==> config.mk <==
export PLATFORM = sky130hd
export DESIGN_NAME = cursor_drawing_command_parser_core
export DESIGN_NICKNAME = d
export VERILOG_FILES = /design/src/design/cdcp_pkg.sv /design/src/design/cursor_drawing_command_parser_core.sv
export SDC_FILE = /design/constraint.sdc
export NUM_CORES = 1
export LEC_CHECK = 0
export ABC_CLOCK_PERIOD_IN_PS = 10200
export BUFFER_PORTS_ARGS = -buffer_cell sky130_fd_sc_hd__buf_2
export CAP_MARGIN = 10
export CORE_AREA = 2 2 179 181
export CTS_CLUSTER_SIZE = 24
export DETAILED_ROUTE_END_ITERATION = 12
export DIE_AREA = 0 0 181 183
export PLACE_DENSITY = 0.68
export REMOVE_ABC_BUFFERS = 1
export SLEW_MARGIN = 20
export SYNTH_ARGS = -nofsm -noshare
export SYNTH_HDL_FRONTEND = slang
export SYNTH_SLANG_ARGS = --single-unit
export TNS_END_PERCENT = 1
==> constraint.sdc <==
create_clock -name clk -period 10.2 [get_ports clk]
set_clock_uncertainty 0.2 [all_clocks]
set_input_delay 2.04 -clock clk [delete_from_list [all_inputs] [get_ports clk]]
set_output_delay 2.04 -clock clk [all_outputs]
set_load 0.02 [all_outputs]
==> src/design/cdcp_pkg.sv <==
// shared types and constants of the cursor drawing command parser
`default_nettype none

package cdcp_pkg;

	localparam int unsigned DIM_W = 13;
	localparam int unsigned POS_W = 12;

	// largest canvas side in pixels
	localparam logic [DIM_W-1:0] MAX_DIM = 13'd4096;

	// configuration register indexes
	localparam logic CFG_WIDTH  = 1'b0;
	localparam logic CFG_HEIGHT = 1'b1;

	typedef enum logic [2:0] {
		KIND_PIXEL = 3'd0,
		KIND_INFO  = 3'd1,
		KIND_SIZE  = 3'd2,
		KIND_STATS = 3'd3,
		KIND_HELP  = 3'd4,
		KIND_ERROR = 3'd5
	} result_kind_t;

	typedef enum logic [1:0] {
		ERR_EMPTY    = 2'd0,
		ERR_NO_COLOR = 2'd1,
		ERR_BAD_LEN  = 2'd2,
		ERR_UNKNOWN  = 2'd3
	} error_code_t;

	typedef struct packed {
		logic [7:0]       line_byte;
		logic [POS_W-1:0] rand_x;
		logic [POS_W-1:0] rand_y;
		logic [23:0]      rand_rgb;
	} cmd_t;

	typedef struct packed {
		result_kind_t     result_kind;
		logic [DIM_W-1:0] out_x;
		logic [DIM_W-1:0] out_y;
		logic [31:0]      out_color;
		logic [31:0]      pixel_total;
		error_code_t      error_code;
	} rsp_t;

endpackage

`default_nettype wire

==> src/design/cursor_drawing_command_parser_core.sv <==
// Cursor drawing command parser: takes one command line a byte per word, ending at a zero
// byte, matches it by prefix against RESET, LEFT, RIGHT, UP, DOWN, "COLOR ", INFO, SIZE,
// STATS and HELP, and keeps the cursor, the drawing color and the pixel count. A cmd word
// is taken in every cycle in which the result register is free or being emptied, so the
// sustained rate is one byte per clock; all work for a byte is one pass of logic into the
// line-state registers, and a zero byte that yields a result loads it into the rsp register
// at the accepting edge, so it can be taken at the next edge at the earliest. cmd_stall is
// high only while that register holds a word that rsp_stall keeps. Canvas size resets to
// 1024 by 768; a written size of 0 acts as 1 and one above 4096 acts as 4096. Write the
// canvas registers only while the block is idle.
`default_nettype none

module cursor_drawing_command_parser_core (
	input  logic                            clk,
	input  logic                            arst_n,
	input  logic                            cfg_we,
	input  logic                            cfg_index,
	input  logic [cdcp_pkg::DIM_W-1:0]      cfg_data,
	input  logic                            cmd_valid,
	output logic                            cmd_stall,
	input  cdcp_pkg::cmd_t                  cmd,
	output logic                            rsp_valid,
	input  logic                            rsp_stall,
	output cdcp_pkg::rsp_t                  rsp
);

	localparam int unsigned NUM_KW = 10;

	// keyword numbers, in match priority order
	localparam logic [3:0] KW_RESET = 4'd0;
	localparam logic [3:0] KW_LEFT  = 4'd1;
	localparam logic [3:0] KW_RIGHT = 4'd2;
	localparam logic [3:0] KW_UP    = 4'd3;
	localparam logic [3:0] KW_DOWN  = 4'd4;
	localparam logic [3:0] KW_COLOR = 4'd5;
	localparam logic [3:0] KW_INFO  = 4'd6;
	localparam logic [3:0] KW_SIZE  = 4'd7;
	localparam logic [3:0] KW_STATS = 4'd8;
	localparam logic [3:0] KW_HELP  = 4'd9;
	localparam logic [3:0] KW_NONE  = 4'd10;

	localparam logic [7:0] KW_TEXT [NUM_KW][8] = '{
		'{"R", "E", "S", "E", "T", 8'h00, 8'h00, 8'h00},
		'{"L", "E", "F", "T", 8'h00, 8'h00, 8'h00, 8'h00},
		'{"R", "I", "G", "H", "T", 8'h00, 8'h00, 8'h00},
		'{"U", "P", 8'h00, 8'h00, 8'h00, 8'h00, 8'h00, 8'h00},
		'{"D", "O", "W", "N", 8'h00, 8'h00, 8'h00, 8'h00},
		'{"C", "O", "L", "O", "R", " ", 8'h00, 8'h00},
		'{"I", "N", "F", "O", 8'h00, 8'h00, 8'h00, 8'h00},
		'{"S", "I", "Z", "E", 8'h00, 8'h00, 8'h00, 8'h00},
		'{"S", "T", "A", "T", "S", 8'h00, 8'h00, 8'h00},
		'{"H", "E", "L", "P", 8'h00, 8'h00, 8'h00, 8'h00}
	};
	localparam logic [3:0] KW_LEN [NUM_KW] = '{
		4'd5, 4'd4, 4'd5, 4'd2, 4'd4, 4'd6, 4'd4, 4'd4, 4'd5, 4'd4
	};
	localparam logic [3:0] HEX_START = 4'd6;
	localparam logic [3:0] POS_MAX   = 4'd15;
	localparam logic [3:0] HEX_MAX   = 4'd9;
	localparam logic [3:0] HEX_KEEP  = 4'd8;
	localparam logic [4:0] HEX_NONE  = 5'd16;

	// canvas size, stored already clamped
	logic [cdcp_pkg::DIM_W-1:0] canvas_w_q, canvas_h_q;
	logic [cdcp_pkg::POS_W-1:0] cursor_x_q, cursor_y_q;
	logic [31:0]                color_q, pixels_q, hex_acc_q;
	logic [NUM_KW-1:0]          alive_q;
	logic [3:0]                 pos_q, hex_cnt_q;
	logic                       hex_stop_q;
	logic                       rsp_valid_q;
	cdcp_pkg::rsp_t             rsp_q;

	logic [cdcp_pkg::POS_W-1:0] cursor_x_d, cursor_y_d;
	logic [31:0]                color_d, pixels_d, hex_acc_d;
	logic [NUM_KW-1:0]          alive_d;
	logic [3:0]                 pos_d, hex_cnt_d;
	logic                       hex_stop_d;
	logic                       res_valid;
	cdcp_pkg::rsp_t             res;

	logic                       accept, rsp_load;
	logic [cdcp_pkg::POS_W-1:0] w_last, h_last;
	logic [3:0]                 match;
	logic                       found;
	logic [4:0]                 digit;

	function automatic logic [cdcp_pkg::DIM_W-1:0] dim_clamp(
		input logic [cdcp_pkg::DIM_W-1:0] v
	);
		if (v == '0) begin
			return cdcp_pkg::DIM_W'(1);
		end else if (v > cdcp_pkg::MAX_DIM) begin
			return cdcp_pkg::MAX_DIM;
		end
		return v;
	endfunction

	// value of a hex digit, 16 for any other byte
	function automatic logic [4:0] hex_value(input logic [7:0] b);
		if (b inside {[8'h30:8'h39]}) begin
			return 5'(b - 8'h30);
		end else if (b inside {[8'h41:8'h46]}) begin
			return 5'(b - 8'h37);
		end else if (b inside {[8'h61:8'h66]}) begin
			return 5'(b - 8'h57);
		end
		return HEX_NONE;
	endfunction

	assign accept    = cmd_valid && !cmd_stall;
	assign cmd_stall = rsp_valid_q && rsp_stall;
	assign rsp_load  = !rsp_valid_q || !rsp_stall;
	assign rsp_valid = rsp_valid_q;
	assign rsp       = rsp_q;

	// sizes are at least one, so size minus one fits the cursor width
	assign w_last = cdcp_pkg::POS_W'(canvas_w_q - cdcp_pkg::DIM_W'(1));
	assign h_last = cdcp_pkg::POS_W'(canvas_h_q - cdcp_pkg::DIM_W'(1));

	assign digit = hex_value(cmd.line_byte);

	always_comb begin
		match = KW_NONE;
		found = 1'b0;
		for (int k = 0; k < NUM_KW; k++) begin
			if (!found && alive_q[k] && pos_q >= KW_LEN[k]) begin
				found = 1'b1;
				match = 4'(k);
			end
		end
	end

	always_comb begin
		cursor_x_d = cursor_x_q;
		cursor_y_d = cursor_y_q;
		color_d    = color_q;
		pixels_d   = pixels_q;
		alive_d    = alive_q;
		pos_d      = pos_q;
		hex_acc_d  = hex_acc_q;
		hex_cnt_d  = hex_cnt_q;
		hex_stop_d = hex_stop_q;
		res_valid  = 1'b0;
		res        = '0;
		res.result_kind = cdcp_pkg::KIND_ERROR;
		res.error_code  = cdcp_pkg::ERR_EMPTY;
		res.pixel_total = pixels_q;

		if (cmd.line_byte != 8'h00) begin
			for (int k = 0; k < NUM_KW; k++) begin
				if (pos_q < KW_LEN[k] && cmd.line_byte != KW_TEXT[k][pos_q[2:0]]) begin
					alive_d[k] = 1'b0;
				end
			end
			if (pos_q >= HEX_START && !hex_stop_q) begin
				if (digit != HEX_NONE) begin
					if (hex_cnt_q < HEX_KEEP) begin
						hex_acc_d = {hex_acc_q[27:0], digit[3:0]};
					end
					if (hex_cnt_q < HEX_MAX) begin
						hex_cnt_d = hex_cnt_q + 4'd1;
					end
				end else begin
					hex_stop_d = 1'b1;
				end
			end
			if (pos_q < POS_MAX) begin
				pos_d = pos_q + 4'd1;
			end
		end else begin
			alive_d    = '1;
			pos_d      = '0;
			hex_acc_d  = '0;
			hex_cnt_d  = '0;
			hex_stop_d = 1'b0;
			res_valid  = 1'b1;
			if (pos_q != '0) begin
				case (match)
					KW_RESET: begin
						res_valid  = 1'b0;
						cursor_x_d = (cmd.rand_x > w_last) ? w_last : cmd.rand_x;
						cursor_y_d = (cmd.rand_y > h_last) ? h_last : cmd.rand_y;
						color_d    = {cmd.rand_rgb, 8'hFF};
					end
					KW_LEFT, KW_RIGHT, KW_UP, KW_DOWN: begin
						pixels_d        = pixels_q + 32'd1;
						res.result_kind = cdcp_pkg::KIND_PIXEL;
						res.out_x       = cdcp_pkg::DIM_W'(cursor_x_q);
						res.out_y       = cdcp_pkg::DIM_W'(cursor_y_q);
						res.out_color   = color_q;
						res.pixel_total = pixels_d;
						case (match)
							KW_LEFT:  cursor_x_d = (cursor_x_q == '0) ? w_last
								: cursor_x_q - cdcp_pkg::POS_W'(1);
							KW_RIGHT: cursor_x_d = (cursor_x_q >= w_last) ? '0
								: cursor_x_q + cdcp_pkg::POS_W'(1);
							KW_UP:    cursor_y_d = (cursor_y_q == '0) ? h_last
								: cursor_y_q - cdcp_pkg::POS_W'(1);
							default:  cursor_y_d = (cursor_y_q >= h_last) ? '0
								: cursor_y_q + cdcp_pkg::POS_W'(1);
						endcase
					end
					KW_COLOR: begin
						case (hex_cnt_q)
							4'd0: res.error_code = cdcp_pkg::ERR_NO_COLOR;
							4'd2: begin
								res_valid = 1'b0;
								color_d   = {hex_acc_q[7:0], hex_acc_q[7:0],
									hex_acc_q[7:0], 8'hFF};
							end
							4'd6: begin
								res_valid = 1'b0;
								color_d   = {hex_acc_q[23:0], 8'hFF};
							end
							4'd8: begin
								res_valid = 1'b0;
								color_d   = hex_acc_q;
							end
							default: res.error_code = cdcp_pkg::ERR_BAD_LEN;
						endcase
					end
					KW_INFO: begin
						res.result_kind = cdcp_pkg::KIND_INFO;
						res.out_x       = cdcp_pkg::DIM_W'(cursor_x_q);
						res.out_y       = cdcp_pkg::DIM_W'(cursor_y_q);
						res.out_color   = color_q;
					end
					KW_SIZE: begin
						res.result_kind = cdcp_pkg::KIND_SIZE;
						res.out_x       = canvas_w_q;
						res.out_y       = canvas_h_q;
					end
					KW_STATS: res.result_kind = cdcp_pkg::KIND_STATS;
					KW_HELP:  res.result_kind = cdcp_pkg::KIND_HELP;
					default:  res.error_code  = cdcp_pkg::ERR_UNKNOWN;
				endcase
			end
		end
	end

	always_ff @(posedge clk or negedge arst_n) begin
		if (!arst_n) begin
			canvas_w_q  <= 13'd1024;
			canvas_h_q  <= 13'd768;
			cursor_x_q  <= '0;
			cursor_y_q  <= '0;
			color_q     <= 32'h0000_00FF;
			pixels_q    <= '0;
			alive_q     <= '1;
			pos_q       <= '0;
			hex_acc_q   <= '0;
			hex_cnt_q   <= '0;
			hex_stop_q  <= 1'b0;
			rsp_valid_q <= 1'b0;
		end else begin
			if (cfg_we) begin
				case (cfg_index)
					cdcp_pkg::CFG_WIDTH:  canvas_w_q <= dim_clamp(cfg_data);
					cdcp_pkg::CFG_HEIGHT: canvas_h_q <= dim_clamp(cfg_data);
					default: ;
				endcase
			end
			if (accept) begin
				cursor_x_q <= cursor_x_d;
				cursor_y_q <= cursor_y_d;
				color_q    <= color_d;
				pixels_q   <= pixels_d;
				alive_q    <= alive_d;
				pos_q      <= pos_d;
				hex_acc_q  <= hex_acc_d;
				hex_cnt_q  <= hex_cnt_d;
				hex_stop_q <= hex_stop_d;
			end
			if (rsp_load) begin
				rsp_valid_q <= accept && res_valid;
			end
		end
	end

	// result word, no reset needed
	always_ff @(posedge clk) begin
		if (rsp_load && accept && res_valid) begin
			rsp_q <= res;
		end
	end

endmodule

`default_nettype wire

; ---- Word-level counts from Yosys, hierarchy flattened
; Memory sizes are Yosys's and may differ from the RTL's.
; Index checks and enable logic that the tools add are counted.
; W data, S select, Z words.
[classes]
multipliers = 0
n_shift = 0
n_lt_le_gt_ge = 23
n_reduce_logical = 88
n_bitwise = 5
eq_ne = 42
muxes = 103
addsub = 12
div_mod_pow = 0
[op_table]
columns = cell, count
row1 = $mux W32, 5
row2 = $mux W8, 20
row3 = $pmux W12 S2, 4
row4 = $pmux W32 S3, 1
row5 = $ne A8 B8 Y1, 10
row6 = $mux W12, 6
row7 = $mux W34, 2
row8 = $mux W4, 16
row9 = $pmux W32 S2, 1
row10 = $mux W13, 4
row11 = $pmux W26 S2, 1
row12 = $sub A12 B1 Y12 const B, 4
row13 = $logic_and A1 B1 Y1, 38
row14 = $mux W1, 34
row15 = $add A32 B1 Y32 const B, 1
row16 = $ne A2 B1 Y1 const B, 15
row17 = $reduce_and A2 Y1, 13
row18 = $add A12 B1 Y12 const B, 2
row19 = $ge A12 B12 Y1, 2
row20 = $gt A12 B12 Y1, 2
row21 = $logic_not A12 Y1, 2
row22 = $eq A4 B3 Y1 const B, 5
row23 = $mux W5, 4
row24 = $ge A8 B7 Y1 const B, 2
row25 = 40 further kinds, 79
[totals]
rom_bits = 640
latchBits = 0
reg_bits = 261
mem_count = 10
ramBits = 0
[mem_list]
columns = name, words, width, read_ports, rd_clocked_by_memory_dff, write_ports, line
row1 = (no name shown), 8, 8, 1, 0, 0, cursor_drawing_command_parser_core.sv:151  ; if (pos_q < KW_LEN[k] && cmd.line_byte != KW_TEXT[k][pos_q[2:0]]) begin
row2 = (no name shown), 8, 8, 1, 0, 0, cursor_drawing_command_parser_core.sv:151
row3 = (no name shown), 8, 8, 1, 0, 0, cursor_drawing_command_parser_core.sv:151
row4 = (no name shown), 8, 8, 1, 0, 0, cursor_drawing_command_parser_core.sv:151
row5 = (no name shown), 8, 8, 1, 0, 0, cursor_drawing_command_parser_core.sv:151
row6 = (no name shown), 8, 8, 1, 0, 0, cursor_drawing_command_parser_core.sv:151
row7 = 4 more memories, n/a, n/a, n/a, n/a, n/a, n/a

; ---- Longest topological paths before layout
[depth]
word_depth = 44
ltp_mapped = 17
depth_no_buf = 15

; ---- Least setup slack after synthesis
; Ideal clock, no wire load.
[synth_path]
kind = input to register
start = input port cmd[49] in the netlist's numbering
end = register rsp_q (netlist bit rsp[0]), enable pin
required_ns = 9.450
n_path_buf = 2
slack_ns = 2.024
cell_stages = 7
t_arrival_ns = 7.426
path_cell_list = clkbuf_1 > inv_1 > ha_1 > nor3b_1 > nand3_1 > clkbuf_1 > nor2_1
[synth_between]
elab_chain_cells = 3
[synth_lines]
columns = element, line
row1 = from (decl), cursor_drawing_command_parser_core.sv:21  ; input cdcp_pkg::cmd_t cmd,
row2 = $reduce_bool A8 Y1, cursor_drawing_command_parser_core.sv:149  ; if (cmd.line_byte != 8'h00) begin
row3 = $mux W1, cursor_drawing_command_parser_core.sv:149
row4 = $logic_and A1 B1 Y1, cursor_drawing_command_parser_core.sv:282  ; if (rsp_load && accept && res_valid) begin
row5 = to (signal assigned), cursor_drawing_command_parser_core.sv:283  ; rsp_q <= res;
row6 = to (decl), cursor_drawing_command_parser_core.sv:71  ; cdcp_pkg::rsp_t rsp_q;
; No other way between the ends.
; A chain may end at the register's enable or synchronous reset.

; ---- Worst setup path in the final report
[layout_path]
start = input port cmd[48] in the netlist's numbering
end = register rsp_q (netlist bit rsp[12]), enable pin
; The elaborated chain is that of the path after synthesis.

==> run metrics <==
CP peak stage delay around 840 ps; CTS tree built; Final nets about 1900; FF-to-FF Start canvas_h_q[1]$_DFFE_PN0P_; CTS Buffer Depth 3; Slew HR about 28%; CP cell instances buf_2 -> inv_2 -> ha_1 -> nor3b_1 -> nand3_1 -> nor2_4 -> buf_4; Reg clk slew, reported paths 60 ps; Cell Rows 65; Yosys Warn Count 0; Initial DRC Count about 1100; TritonRoute pass-1 iters 7; Sink Count 261; Top delay family on crit path simple AND/OR/NAND/NOR gates; Bufs and invs on worst path 3; Layout fillers 2755; number of flops mapped to enable cells by yosys 95; main area contributors after synthesis dfrtp_1 23%, edfxtp_1 18%, ha_1 5.6%; DIE HEIGHT 183 um; commonest register cell after synthesis dfrtp_1; WS Path Type input pin to register; CP arrival around 5500 ps; die area 33100 um^2; Setup TNS Final 0 ps; period utilization a little over half; via count roughly 13000; register area around 7000 um^2; Initial Util between 50% and 60%; mapped cell area approximately 16000 um^2; final setup fails 0; first-pass GRT wire length roughly 66000 um; Worst R2R End cursor_y_q[4]$_DFFE_PN0P_; share of cells above drive strength 1 between 15 and 20%; Yosys top cell area share between 20% and 30%; register area share after synthesis ~45%; Post-CTS Setup Bufs 0; routed len/inst about 19 um; Hold-fix buffers, CTS 0; most common cell after layout, fill and taps aside buf_2; Yosys cell types around 100; worst path required time approximately 10000 ps; area of the multi-input gates about 8000 um^2; CTS H-tree depth 1; GRT Total Usage between 20% and 30%; status complete, no violations; insertion delay to the later sink of the worst-skew pair roughly 530 ps; largest net degree at the start of global routing 73; area of the core around 31000 um^2; Yosys top cell by area dfrtp_1; placed wire-length estimate ~29000 um; total wire length between 40000 and 50000 um; register bit total from synthesis 261; pin slew with the least headroom to its limit 1080 ps; cell count of the worst hold path 2; vias in the first global route around 12000; met2 Resource Use GR 39.9%; commonest non-fill, non-tap cells in the layout 170 x buf_2, 159 x nand2_1, 145 x dfrtp_1, 126 x nor2_1, 106 x o21ai_0; GPL Wtd Cong between 0.9 and 1; fmax ~180 MHz; Worst Hold End alive_q[5]$_DFFE_PN1P_; worst hold start alive_q[5]$_DFFE_PN1P_; FF-to-FF setup slack ~5400 ps; worst r2r path cells 11; final slew viol count 0; Mapped Avg Cell Area roughly 9.8 um^2; RSZ-0062 raised after global routing no; Area Growth Syn to Fin 11.6%; CP endpoint kind register; IO Pins between 150 and 200; Hold Crit Class register to register; Worst Hold Margin between 200 and 300 ps; n_diodes 0; vias per cell around 5.9; Min Clock Period, post-route 5560 ps; PwrDens approximately 160 nW/um^2; met1 Resource Use GR about a third; Max FO, Critical Path 70; total gr overflow 0; drt drc 0; count of final hold-check violations 0; CTS Buf Count 27; slowest cell on the critical path buf_4; Peak VDD IR around 110 uV; Resized Gates After CTS 0; Buffers on Ports 171; Synth async-reset ratio between 60% and 70%; Post-Syn Instances roughly 1600; antenna violations before repair 0; busiest grt layer met2; clock root buffer clkbuf_16; GRT met3 Usage approximately 3.1%; Post-DRT Antenna Nets 0; Leak around 7.3 nW; CP startpoint kind input pin; Die W ~180 um; Max-Cap Viols 0
[layer usage]
| metal | part of all wire, % | wire [um] |
|---|---|---|
| met3 | 5.9 | 2410 |
| met5 | 0 | 0 |
| met4 | 2.7 | 1080 |
| met1 | 45 | 18300 |
| met2 | 46 | 18800 |
[kinds of logic after synthesis]
kind of cell    after synthesis  synth area share [%]
xor+xnor                    118                  6.56
buf+inv                     149                  4.58
flops                       261                  44.6
simple gates                583                  19.0
compound gates              400                  17.8
mux                          28                  1.83
fa+ha+maj                    70                  5.56
[Yosys cell counts, types with 5 or more instances]
library cell,count
a2111oi_0,6
mux2_2,6
and3_1,16
nor3_1,38
o21ai_0,106
inv_1,39
nand4_1,26
nor2_1,129
buf_2,29
nand3_1,43
a211oi_1,26
dfrtp_1,145
a221oi_1,19
buf_6,5
o221ai_1,6
o21ai_1,5
clkbuf_1,51
buf_1,8
nor2b_1,14
edfxtp_1,95
ha_1,70
a32o_1,6
mux2i_1,22
xor2_1,58
dfstp_2,21
nand2b_1,27
clkbuf_8,7
o31ai_1,11
a21o_1,23
nor3b_1,8
a31oi_1,21
nand2_1,159
nor4_1,16
a22o_1,54
and2_1,50
o211ai_1,13
xnor2_1,60
a21oi_1,49
nor4b_1,5
or3_1,11
a211o_1,5
[power by group]
group / total, mW / switching (mW) / internal (mW)
logic: 0.672 / 0.430 / 0.242
registers: 1.17 / 0.0589 / 1.11
clock network: 0.997 / 0.422 / 0.576
[worst register-to-register path, stage by stage, from the launching register on]
cell and delay (ps):
dfrtp_1 420, or4_1 620, or3_1 390, nor4_2 190
xnor2_1 260, ha_1 380, nand4_1 140, a211o_1 300
a31oi_2 870, mux2i_1 440, a221oi_1 150, a221o_1 310
[per-stage QoR]
step                util, %  std cells  instance area (um^2)  setup WS [ps]  total power, mW
floorplan                 -       1502                 15200           2250             1.63
finish                 56.3       2136                 17600           4640             2.84
CTS                    56.3       2136                 17600           4660             2.84
global placement       53.4       2086                 16700           4280             1.84
global route           56.3       2136                 17600           4350             2.97
detailed placement     53.4       2086                 16700           4130             1.85
[flip-flops by register name (all words and copies together), names as in the netlist]
signal and flops:
alive_q 10, canvas_h_q 13, canvas_w_q 13, color_q 32
cursor_x_q 12, cursor_y_q 12, hex_acc_q 32, hex_cnt_q 4
hex_stop_q 1, pixels_q 32, pos_q 4, rsp 95
rsp_valid 1
[how the worst max path moves through the flow]
stage,startpoint,slack [ps],endpoint,depth (start not counted)
after global routing,cmd[48],4350,rsp[13]$_DFFE_PP_,7
final,cmd[48],4640,rsp[12]$_DFFE_PP_,7
after global placement,cmd[48],4280,rsp[12]$_DFFE_PP_,7
after CTS,cmd[48],4660,rsp[3]$_DFFE_PP_,7
after floorplan,cmd[48],2250,rsp[0]$_SDFFCE_PP0P_,5
after detailed placement,cmd[48],4130,rsp[5]$_DFFE_PP_,7
[cell type report]
cell class	count	share of cell area (%)
tap	402	2.86
multi-input combinational	1199	45.7
timing repair buffer	182	5.37
clock inverter	17	0.854
sequential	261	40.0
inverter	42	0.897
clock buffer	33	4.26
Power figures use the tool's default switching activity.
